### src/hw/rtl/crf_pkg.sv
// Shared types and constants for the capture record framer.
// Used by every module under hw/rtl; depends on nothing else.
`default_nettype none

package crf_pkg;

  localparam int COUNTER_BITS_DEF = 32;
  localparam int QUEUE_DEPTH_DEF  = 4;

  localparam int SNAP_W    = 12;
  localparam int CFG_IDX_W = 2;

  // Configuration register indexes
  localparam logic [CFG_IDX_W-1:0] REG_SNAP_MGMT = 2'd0;
  localparam logic [CFG_IDX_W-1:0] REG_SNAP_DATA = 2'd1;
  localparam logic [CFG_IDX_W-1:0] REG_SNAP_CTRL = 2'd2;

  localparam logic [SNAP_W-1:0] SNAP_MGMT_RST = 12'd256;
  localparam logic [SNAP_W-1:0] SNAP_DATA_RST = 12'd64;
  localparam logic [SNAP_W-1:0] SNAP_CTRL_RST = 12'd32;

  // Frame commands
  localparam logic [1:0] CMD_GOOD = 2'd0;
  localparam logic [1:0] CMD_FAIL = 2'd1;
  localparam logic [1:0] CMD_BYTE = 2'd2;

  // Frame types
  localparam logic [1:0] TYPE_MGMT = 2'd0;
  localparam logic [1:0] TYPE_DATA = 2'd2;

  // Record framing
  localparam logic [7:0]        SYNC0        = 8'hA5;
  localparam logic [7:0]        SYNC1        = 8'h5A;
  localparam logic [7:0]        REC_TYPE     = 8'h02;
  localparam logic [7:0]        REC_PAD      = 8'h00;
  localparam logic [SNAP_W-1:0] FCS_BYTES    = 12'd4;
  localparam logic [15:0]       BODY_FIXED   = 16'd18;
  localparam logic [8:0]        FLETCHER_MOD = 9'd255;

  typedef enum logic {
    JOB_START,
    JOB_BYTE
  } job_kind_t;

  typedef struct packed {
    logic [1:0]        command;
    logic [11:0]       sig_len;
    logic [31:0]       rx_timestamp;
    logic signed [7:0] rssi;
    logic [7:0]        rate;
    logic [7:0]        phy_mode;
    logic [7:0]        mcs;
    logic [2:0]        phy_flags;
    logic [7:0]        channel;
    logic [1:0]        frame_kind;
    logic signed [7:0] noise_dbm;
    logic [7:0]        payload_byte;
  } frame_t;

  typedef struct packed {
    logic [7:0]  out_byte;
    logic        record_end;
    logic [31:0] seen_count;
    logic [31:0] queued_count;
    logic [31:0] bad_frame_count;
  } rec_t;

  // One queued unit of work: a record header or one payload byte
  typedef struct packed {
    job_kind_t   kind;
    logic        close;
    logic [7:0]  data;
    logic [15:0] rec_len;
    logic [31:0] seq;
    logic [31:0] timestamp;
    logic [7:0]  rssi;
    logic [7:0]  rate;
    logic [7:0]  phy_mode;
    logic [7:0]  mcs;
    logic [2:0]  flags;
    logic [7:0]  channel;
    logic [1:0]  frame_kind;
    logic [15:0] frame_len;
    logic [7:0]  noise;
    logic [31:0] seen;
    logic [31:0] queued;
    logic [31:0] bad;
  } job_t;

  typedef struct packed {
    logic full;
    logic empty;
  } q_status_t;

endpackage

`default_nettype wire

### src/hw/rtl/crf_front.sv
// Front end: accepts frame words, keeps the counters and snap registers,
// tracks the open record and queues header and byte jobs. Uses crf_pkg.
`default_nettype none

module crf_front #(
  parameter int COUNTER_BITS = crf_pkg::COUNTER_BITS_DEF
) (
  input  wire                               clk,
  input  wire                               rst,
  input  wire                               cfg_we,
  input  wire logic [crf_pkg::CFG_IDX_W-1:0] cfg_index,
  input  wire logic [crf_pkg::SNAP_W-1:0]    cfg_data,
  input  wire                               frame_valid,
  input  wire crf_pkg::frame_t              frame,
  output logic                              frame_stall,
  output logic                              push,
  output crf_pkg::job_t                     job,
  input  wire crf_pkg::q_status_t           q_status
);

  localparam int LOW_W = (COUNTER_BITS < 32) ? COUNTER_BITS : 32;

  logic [crf_pkg::SNAP_W-1:0] keep_mgmt;
  logic [crf_pkg::SNAP_W-1:0] keep_data;
  logic [crf_pkg::SNAP_W-1:0] keep_ctrl;

  logic                       record_open, record_open_next;
  logic [crf_pkg::SNAP_W-1:0] bytes_to_capture, bytes_to_capture_next;
  logic [COUNTER_BITS-1:0]    seen_total, seen_total_next;
  logic [COUNTER_BITS-1:0]    queued_total, queued_total_next;
  logic [COUNTER_BITS-1:0]    bad_total, bad_total_next;

  logic                       accept;
  logic [crf_pkg::SNAP_W-1:0] orig;
  logic [crf_pkg::SNAP_W-1:0] snap;
  logic [crf_pkg::SNAP_W-1:0] cap;

  assign frame_stall = q_status.full;
  assign accept      = frame_valid && !q_status.full;

  always_comb begin
    if (frame.sig_len >= crf_pkg::FCS_BYTES) begin
      orig = frame.sig_len - crf_pkg::FCS_BYTES;
    end else begin
      orig = frame.sig_len;
    end
    if (frame.frame_kind == crf_pkg::TYPE_MGMT) begin
      snap = keep_mgmt;
    end else if (frame.frame_kind == crf_pkg::TYPE_DATA) begin
      snap = keep_data;
    end else begin
      snap = keep_ctrl;
    end
    cap = (orig < snap) ? orig : snap;
  end

  always_comb begin
    record_open_next      = record_open;
    bytes_to_capture_next = bytes_to_capture;
    seen_total_next       = seen_total;
    queued_total_next     = queued_total;
    bad_total_next        = bad_total;
    push                  = 1'b0;
    job.kind              = crf_pkg::JOB_BYTE;
    job.close             = 1'b0;
    if (accept) begin
      case (frame.command)
        crf_pkg::CMD_GOOD: begin
          seen_total_next       = seen_total + 1'b1;
          queued_total_next     = queued_total + 1'b1;
          push                  = 1'b1;
          job.kind              = crf_pkg::JOB_START;
          job.close             = (cap == '0);
          record_open_next      = (cap != '0);
          bytes_to_capture_next = cap;
        end
        crf_pkg::CMD_FAIL: begin
          seen_total_next = seen_total + 1'b1;
          bad_total_next  = bad_total + 1'b1;
        end
        crf_pkg::CMD_BYTE: begin
          if (record_open) begin
            push                  = 1'b1;
            job.close             = (bytes_to_capture == crf_pkg::SNAP_W'(1));
            bytes_to_capture_next = bytes_to_capture - 1'b1;
            record_open_next      = (bytes_to_capture != crf_pkg::SNAP_W'(1));
          end
        end
        default: begin
        end
      endcase
    end
    job.data       = frame.payload_byte;
    job.rec_len    = 16'(cap) + crf_pkg::BODY_FIXED;
    job.seq        = 32'(queued_total[LOW_W-1:0]);
    job.timestamp  = frame.rx_timestamp;
    job.rssi       = frame.rssi;
    job.rate       = frame.rate;
    job.phy_mode   = frame.phy_mode;
    job.mcs        = frame.mcs;
    job.flags      = frame.phy_flags;
    job.channel    = frame.channel;
    job.frame_kind = frame.frame_kind;
    job.frame_len  = 16'(orig);
    job.noise      = frame.noise_dbm;
    job.seen       = 32'(seen_total_next[LOW_W-1:0]);
    job.queued     = 32'(queued_total_next[LOW_W-1:0]);
    job.bad        = 32'(bad_total_next[LOW_W-1:0]);
  end

  always_ff @(posedge clk) begin
    if (rst) begin
      keep_mgmt        <= crf_pkg::SNAP_MGMT_RST;
      keep_data        <= crf_pkg::SNAP_DATA_RST;
      keep_ctrl        <= crf_pkg::SNAP_CTRL_RST;
      record_open      <= 1'b0;
      bytes_to_capture <= '0;
      seen_total       <= '0;
      queued_total     <= '0;
      bad_total        <= '0;
    end else begin
      if (cfg_we) begin
        case (cfg_index)
          crf_pkg::REG_SNAP_MGMT: keep_mgmt <= cfg_data;
          crf_pkg::REG_SNAP_DATA: keep_data <= cfg_data;
          crf_pkg::REG_SNAP_CTRL: keep_ctrl <= cfg_data;
          default: begin
          end
        endcase
      end
      record_open      <= record_open_next;
      bytes_to_capture <= bytes_to_capture_next;
      seen_total       <= seen_total_next;
      queued_total     <= queued_total_next;
      bad_total        <= bad_total_next;
    end
  end

endmodule

`default_nettype wire

### src/hw/rtl/crf_queue.sv
// Short job queue between the front end and the record emitter.
// Holds crf_pkg::job_t entries in flops; uses crf_pkg.
`default_nettype none

module crf_queue #(
  parameter int DEPTH = crf_pkg::QUEUE_DEPTH_DEF
) (
  input  wire                     clk,
  input  wire                     rst,
  input  wire                     push,
  input  wire crf_pkg::job_t      push_job,
  input  wire                     pop,
  output crf_pkg::job_t           head,
  output crf_pkg::q_status_t      q_status
);

  localparam int PTR_W = (DEPTH > 1) ? $clog2(DEPTH) : 1;
  localparam int CNT_W = $clog2(DEPTH + 1);

  crf_pkg::job_t    entries [DEPTH];
  logic [PTR_W-1:0] wr_ptr;
  logic [PTR_W-1:0] rd_ptr;
  logic [CNT_W-1:0] count;
  logic             do_push;
  logic             do_pop;

  assign q_status.full  = (count == CNT_W'(DEPTH));
  assign q_status.empty = (count == '0);
  assign do_push        = push && !q_status.full;
  assign do_pop         = pop && !q_status.empty;
  assign head           = entries[rd_ptr];

  always_ff @(posedge clk) begin
    if (do_push) begin
      entries[wr_ptr] <= push_job;
    end
  end

  always_ff @(posedge clk) begin
    if (rst) begin
      wr_ptr <= '0;
      rd_ptr <= '0;
      count  <= '0;
    end else begin
      if (do_push) begin
        wr_ptr <= (wr_ptr == PTR_W'(DEPTH - 1)) ? '0 : wr_ptr + 1'b1;
      end
      if (do_pop) begin
        rd_ptr <= (rd_ptr == PTR_W'(DEPTH - 1)) ? '0 : rd_ptr + 1'b1;
      end
      if (do_push && !do_pop) begin
        count <= count + 1'b1;
      end else if (do_pop && !do_push) begin
        count <= count - 1'b1;
      end
    end
  end

endmodule

`default_nettype wire

### src/hw/rtl/crf_back.sv
// Record emitter: walks each queued job one byte per unstalled cycle, folds the
// Fletcher-16 sums and drives the registered record output. Uses crf_pkg.
`default_nettype none

module crf_back (
  input  wire                     clk,
  input  wire                     rst,
  input  wire crf_pkg::job_t      head,
  input  wire crf_pkg::q_status_t q_status,
  output logic                    pop,
  output logic                    rec_valid,
  output crf_pkg::rec_t           rec,
  input  wire                     rec_stall
);

  localparam logic [4:0] POS_FIRST_FOLD = 5'd2;
  localparam logic [4:0] POS_LAST_HDR   = 5'd23;
  localparam logic [4:0] POS_SUM_LO     = 5'd24;
  localparam logic [4:0] POS_SUM_HI     = 5'd25;

  logic [4:0] pos, pos_next;
  logic [7:0] sum_low, sum_low_next;
  logic [7:0] sum_high, sum_high_next;
  logic       emit;
  logic       fold;
  logic       last_data;
  logic       done;
  logic [7:0] byte_sel;

  function automatic logic [7:0] mod_add(input logic [7:0] a, input logic [7:0] b);
    logic [8:0] s;
    s = {1'b0, a} + {1'b0, b};
    if (s >= crf_pkg::FLETCHER_MOD) begin
      s = s - crf_pkg::FLETCHER_MOD;
    end
    return s[7:0];
  endfunction

  assign emit = !q_status.empty && (!rec_valid || !rec_stall);

  always_comb begin
    case (pos)
      5'd0:    byte_sel = (head.kind == crf_pkg::JOB_START) ? crf_pkg::SYNC0 : head.data;
      5'd1:    byte_sel = crf_pkg::SYNC1;
      5'd2:    byte_sel = crf_pkg::REC_TYPE;
      5'd3:    byte_sel = crf_pkg::REC_PAD;
      5'd4:    byte_sel = head.rec_len[7:0];
      5'd5:    byte_sel = head.rec_len[15:8];
      5'd6:    byte_sel = head.seq[7:0];
      5'd7:    byte_sel = head.seq[15:8];
      5'd8:    byte_sel = head.seq[23:16];
      5'd9:    byte_sel = head.seq[31:24];
      5'd10:   byte_sel = head.timestamp[7:0];
      5'd11:   byte_sel = head.timestamp[15:8];
      5'd12:   byte_sel = head.timestamp[23:16];
      5'd13:   byte_sel = head.timestamp[31:24];
      5'd14:   byte_sel = head.rssi;
      5'd15:   byte_sel = head.rate;
      5'd16:   byte_sel = head.phy_mode;
      5'd17:   byte_sel = head.mcs;
      5'd18:   byte_sel = {5'b0, head.flags};
      5'd19:   byte_sel = head.channel;
      5'd20:   byte_sel = {6'b0, head.frame_kind};
      5'd21:   byte_sel = head.frame_len[7:0];
      5'd22:   byte_sel = head.frame_len[15:8];
      5'd23:   byte_sel = head.noise;
      5'd24:   byte_sel = sum_low;
      5'd25:   byte_sel = sum_high;
      default: byte_sel = 8'h00;
    endcase
  end

  always_comb begin
    fold      = (head.kind == crf_pkg::JOB_START)
                ? (pos >= POS_FIRST_FOLD && pos <= POS_LAST_HDR)
                : (pos == '0);
    last_data = (head.kind == crf_pkg::JOB_START) ? (pos == POS_LAST_HDR) : (pos == '0);
    done      = (last_data && !head.close) || (pos == POS_SUM_HI);
    if (done) begin
      pos_next = '0;
    end else if (last_data) begin
      pos_next = POS_SUM_LO;
    end else begin
      pos_next = pos + 1'b1;
    end
    sum_low_next  = sum_low;
    sum_high_next = sum_high;
    if (head.kind == crf_pkg::JOB_START && pos == '0) begin
      // restart sums at the head of every record
      sum_low_next  = '0;
      sum_high_next = '0;
    end else if (fold) begin
      sum_low_next  = mod_add(sum_low, byte_sel);
      sum_high_next = mod_add(sum_high, sum_low_next);
    end
  end

  assign pop = emit && done;

  always_ff @(posedge clk) begin
    if (rst) begin
      pos       <= '0;
      sum_low   <= '0;
      sum_high  <= '0;
      rec_valid <= 1'b0;
    end else begin
      if (emit) begin
        pos       <= pos_next;
        sum_low   <= sum_low_next;
        sum_high  <= sum_high_next;
        rec_valid <= 1'b1;
      end else if (!rec_stall) begin
        rec_valid <= 1'b0;
      end
    end
  end

  always_ff @(posedge clk) begin
    if (emit) begin
      rec.out_byte        <= byte_sel;
      rec.record_end      <= (pos == POS_SUM_HI);
      rec.seen_count      <= head.seen;
      rec.queued_count    <= head.queued;
      rec.bad_frame_count <= head.bad;
    end
  end

endmodule

`default_nettype wire

### src/hw/rtl/capture_record_framer.sv
// Top level of the capture record framer: front end, job queue, emitter.
// Depends on crf_pkg, crf_front, crf_queue and crf_back.
//
//  channel  direction  handshake                 word
//  frame    in         frame_valid/frame_stall   crf_pkg::frame_t
//  rec      out        rec_valid/rec_stall       crf_pkg::rec_t
//  cfg      in         cfg_we (no wait)          cfg_index, cfg_data
//
// Every record byte leaves the emitter's output register, one per unstalled
// cycle. A payload byte or a good start's header is followed by the checksum
// bytes when it closes the record. A failed frame adds no record bytes.
// The job queue (QUEUE_DEPTH entries) lets frame words enter while a header
// is still going out; frame_stall rises only when that queue is full.
// Reset (rst, synchronous) restores snap defaults and clears all counters.
`default_nettype none

module capture_record_framer #(
  parameter int COUNTER_BITS = crf_pkg::COUNTER_BITS_DEF,
  parameter int QUEUE_DEPTH  = crf_pkg::QUEUE_DEPTH_DEF
) (
  input  wire                                clk,
  input  wire                                rst,
  input  wire                                cfg_we,
  input  wire logic [crf_pkg::CFG_IDX_W-1:0] cfg_index,
  input  wire logic [crf_pkg::SNAP_W-1:0]    cfg_data,
  input  wire                                frame_valid,
  input  wire crf_pkg::frame_t               frame,
  output logic                               frame_stall,
  output logic                               rec_valid,
  output crf_pkg::rec_t                      rec,
  input  wire                                rec_stall
);

  logic               push;
  logic               pop;
  crf_pkg::job_t      job;
  crf_pkg::job_t      head;
  crf_pkg::q_status_t q_status;

  crf_front #(
    .COUNTER_BITS(COUNTER_BITS)
  ) u_front (
    .clk        (clk),
    .rst        (rst),
    .cfg_we     (cfg_we),
    .cfg_index  (cfg_index),
    .cfg_data   (cfg_data),
    .frame_valid(frame_valid),
    .frame      (frame),
    .frame_stall(frame_stall),
    .push       (push),
    .job        (job),
    .q_status   (q_status)
  );

  crf_queue #(
    .DEPTH(QUEUE_DEPTH)
  ) u_queue (
    .clk     (clk),
    .rst     (rst),
    .push    (push),
    .push_job(job),
    .pop     (pop),
    .head    (head),
    .q_status(q_status)
  );

  crf_back u_back (
    .clk      (clk),
    .rst      (rst),
    .head     (head),
    .q_status (q_status),
    .pop      (pop),
    .rec_valid(rec_valid),
    .rec      (rec),
    .rec_stall(rec_stall)
  );

`ifndef ASSERT_OFF
  a_good_start_queues: assert property (@(posedge clk) disable iff (rst)
    (frame_valid && !frame_stall && frame.command == crf_pkg::CMD_GOOD) |=> !q_status.empty)
    else $error("good start did not reach the job queue");

  a_failed_frame_no_job: assert property (@(posedge clk) disable iff (rst)
    (frame_valid && !frame_stall && frame.command == crf_pkg::CMD_FAIL && q_status.empty)
    |=> q_status.empty)
    else $error("failed frame produced a job");

  a_emitter_busy: assert property (@(posedge clk) disable iff (rst)
    (!q_status.empty && !rec_valid) |=> rec_valid)
    else $error("emitter idle with work queued");
`endif

endmodule

`default_nettype wire
### config.mk
export PLATFORM = sky130hd
export DESIGN_NAME = capture_record_framer
export DESIGN_NICKNAME = d
export VERILOG_FILES = /design/src/hw/rtl/crf_pkg.sv /design/src/hw/rtl/crf_front.sv /design/src/hw/rtl/crf_queue.sv /design/src/hw/rtl/crf_back.sv /design/src/hw/rtl/capture_record_framer.sv
export SDC_FILE = /design/constraint.sdc
export NUM_CORES = 1
export LEC_CHECK = 0
export ABC_AREA = 1
export BUFFER_PORTS_ARGS = -buffer_cell sky130_fd_sc_hd__buf_4
export CAP_MARGIN = 20
export CELL_PAD_IN_SITES_DETAIL_PLACEMENT = 0
export CELL_PAD_IN_SITES_GLOBAL_PLACEMENT = 1
export CORE_MARGIN = 2
export CORE_UTILIZATION = 50
export CTS_CLUSTER_SIZE = 25
export DETAILED_ROUTE_END_ITERATION = 10
export HOLD_SLACK_MARGIN = 0.02
export PLACE_DENSITY_LB_ADDON = 0.1
export SLEW_MARGIN = 10
export SYNTH_ARGS = -nofsm -noshare
export SYNTH_HDL_FRONTEND = slang
export SYNTH_SLANG_ARGS = --single-unit
### constraint.sdc
create_clock -name clk -period 18 [get_ports clk]
set_input_delay 1.8 -clock clk [delete_from_list [all_inputs] [get_ports clk]]
set_output_delay 1.8 -clock clk [all_outputs]
set_load 0.1 [all_outputs]
==> run metrics <==
cell family with most CP delay=simple AND/OR/NAND/NOR gates; TNS Setup=0 ns; GRT Overall Usage=0.245; CTS Buf Count=135; drt wl/cell=21.3 µm; Die ar.=106000 µm²; drt drc=0; crit path max fanout=121; Initial Util=0.502; Mapped Cells=4443; crit-path max cell delay=0.77 ns; global route total overflow=0; Hold Crit Class=flop to flop; clk sink count=1273; Netlist cell types=55; ANT nets after route=0; H-Tree Depth=4; Yosys top cell area share=0.635; Final min period=8.64 ns; CTS clk-pin slew, worst paths=0.06 ns; maximum VDD drop=0.293 mV; Worst path slowest cell=buf_4; Rows=118; final worst-path cycle share=0.480; post-DP HPWL=81400 µm; via count=34100; largest net degree at the start of global routing=170; hold path depth=2; number of hold buffers added after CTS=0; clk buf depth=3; drt pass-1 iters=5; synth warn=0; crit path DAT=9.29 ns; DRT iter0 DRCs=3006; Worst EP required=18.64 ns; WHS=0.460 ns; Layout Cells excl Fill=6149; Post-CTS Setup Bufs=0; GP Congestion=0.921; layout cell share with drive strength beyond 1=0.115; placed standard-cell area=55000 µm²; fmax=116 MHz; FF+latch count, synth=1273; RSZ-0062 raised after global routing=false; Core Footprint=103000 µm²; Layout area overhead=14.4%; Worst-Skew Late Latency=0.74 ns; register area share after synthesis=0.703; Final Hold Viols=0; power density cells=155 nW/µm²; mapped cell area=51800 µm²; Max transition margin=0.259; Syn Nets=4620; Mapped Avg Cell Area=11.7 µm²; initial antenna violation count=7; Final Cell Area=59300 µm²; kind of critical path=flop to flop; worst slew pin tran=1.11 ns; Worst Setup End Kind=flop; most common cell after layout, fill and taps aside=edfxtp_1; Die Ht=326 µm; status=finished clean; CP bufs+invs=9; clock skew=0.0221 ns; Leakage=0.0215 µW; Top FF cell, synth=edfxtp_1; pins over their slew limit=0; vias in the first global route=32600; post-CTS sizing=0; reg2reg path depth=36; Port Buf Inserts=232; max-cap viol count=0; commonest non-fill, non-tap cells in the layout=edfxtp_1, nor2_1, o21ai_0; Root Driver=clkbuf_16; Layout Nets=4836; Ports=233; Total Power=9200 µW; top post-synthesis cells by area=edfxtp_1, dfxtp_1, o21ai_0, nor2_1, nand2_1; EDFF count, synth=1097; CTS tree=built; WP depth=36; die span in x=326 µm; vias per cell=5.55; asr flop ratio synth=0; first-pass GRT wire length=199000 µm; wirelength, routed=131000 µm; Startpoint Class=flop; setup violators final=0; largest area contributor in the netlist=edfxtp_1; placed insts=5902
Yosys cell counts (all sizes together), types with 16 or more instances:
cell / n
edfxtp: 1097
nor2: 765
o21ai: 567
nand2: 458
inv: 303
o22ai: 235
clkbuf: 182
dfxtp: 176
a21oi: 115
nand3: 109
nor3: 79
xor2: 71
nand4: 52
ha: 48
nor4: 28
and2: 27
a221oi: 24
buf: 20
a22o: 16
xnor2: 16
worst register-to-register path, delay by kind of cell (launching register included):
| kind | cells | cell delay (ns) |
|---|---|---|
| XOR/XNOR | 2 | 0.55 |
| flip-flops | 1 | 0.49 |
| AO/OA/AOI/OAI | 3 | 0.50 |
| buffers and inverters | 9 | 2.68 |
| AND/OR/NAND/NOR | 19 | 3.21 |
| adder cells (fa/ha/maj) | 3 | 1.13 |
power by group:
part / internal [µW] / total [µW] / switching (µW)
Combinational: 658 / 2900 / 2240
Sequential: 3510 / 3620 / 109
Clock: 1560 / 2690 / 1130
final timing paths:
| path | startpoint | end | slack, ns |
|---|---|---|---|
| setup / recovery | flop | u_back.sum_high[0] | 9.36 |
| hold / removal | u_front.keep_data[2] | u_front.keep_data[2] | 0.46 |
| hold reg to reg | u_front.keep_data[2] | u_front.keep_data[2] | 0.46 |
| setup reg to reg | flop | u_back.sum_high[0] | 9.36 |
per-layer routing:
| metal | up-vias | wire length [µm] | global-route usage | part of all wire |
|---|---|---|---|---|
| met5 | - | 49 | 0 | 0.00037 |
| met4 | 10 | 2100 | 0.0593 | 0.016 |
| met3 | 164 | 7790 | 0.0372 | 0.060 |
| met2 | 980 | 62700 | 0.392 | 0.48 |
| met1 | 16600 | 58200 | 0.352 | 0.44 |
| li1 | 16300 | - | - | - |
metrics by stage:
| step | util | setup slack [ns] |
|---|---|---|
| finish | 0.575 | 9.36 |
| global placement | 0.533 | 9.45 |
| detailed placement | 0.533 | 9.27 |
| global route | 0.575 | 8.27 |
| floorplan | - | 3.96 |
| CTS | 0.575 | 9.30 |
state kept, by name, indices dropped and copies added, names as in the netlist, named ones only:
register,count
u_queue.entries,992
u_back.rec,105
u_front.bad_total,32
u_front.queued_total,32
u_front.seen_total,32
u_front.bytes_to_capture,12
u_front.keep_ctrl,12
u_front.keep_data,12
u_front.keep_mgmt,12
u_back.sum_high,8
u_back.sum_low,8
u_back.pos,5
u_queue.count,3
u_queue.rd_ptr,2
u_queue.wr_ptr,2
u_back.rec_valid,1
u_front.record_open,1
cell type report:
type / instances / area (µm²)
multi-input cells: 2663 / 13500
clock buffers: 173 / 3630
clock inverters: 72 / 657
fillers: 8502 / 43900
diodes: 2 / 5.00
repair buffers: 281 / 2150
flip-flops and latches: 1273 / 36500
well taps: 1380 / 1730
inverters: 305 / 1160
logic make-up after synthesis:
kind of cell | share of synthesized area
compound gates | 0.107
simple gates | 0.125
fa+ha+maj | 0.0127
xor+xnor | 0.0148
buf+inv | 0.0371
flops | 0.703
Note: power is estimated with default switching activity, not from simulation.
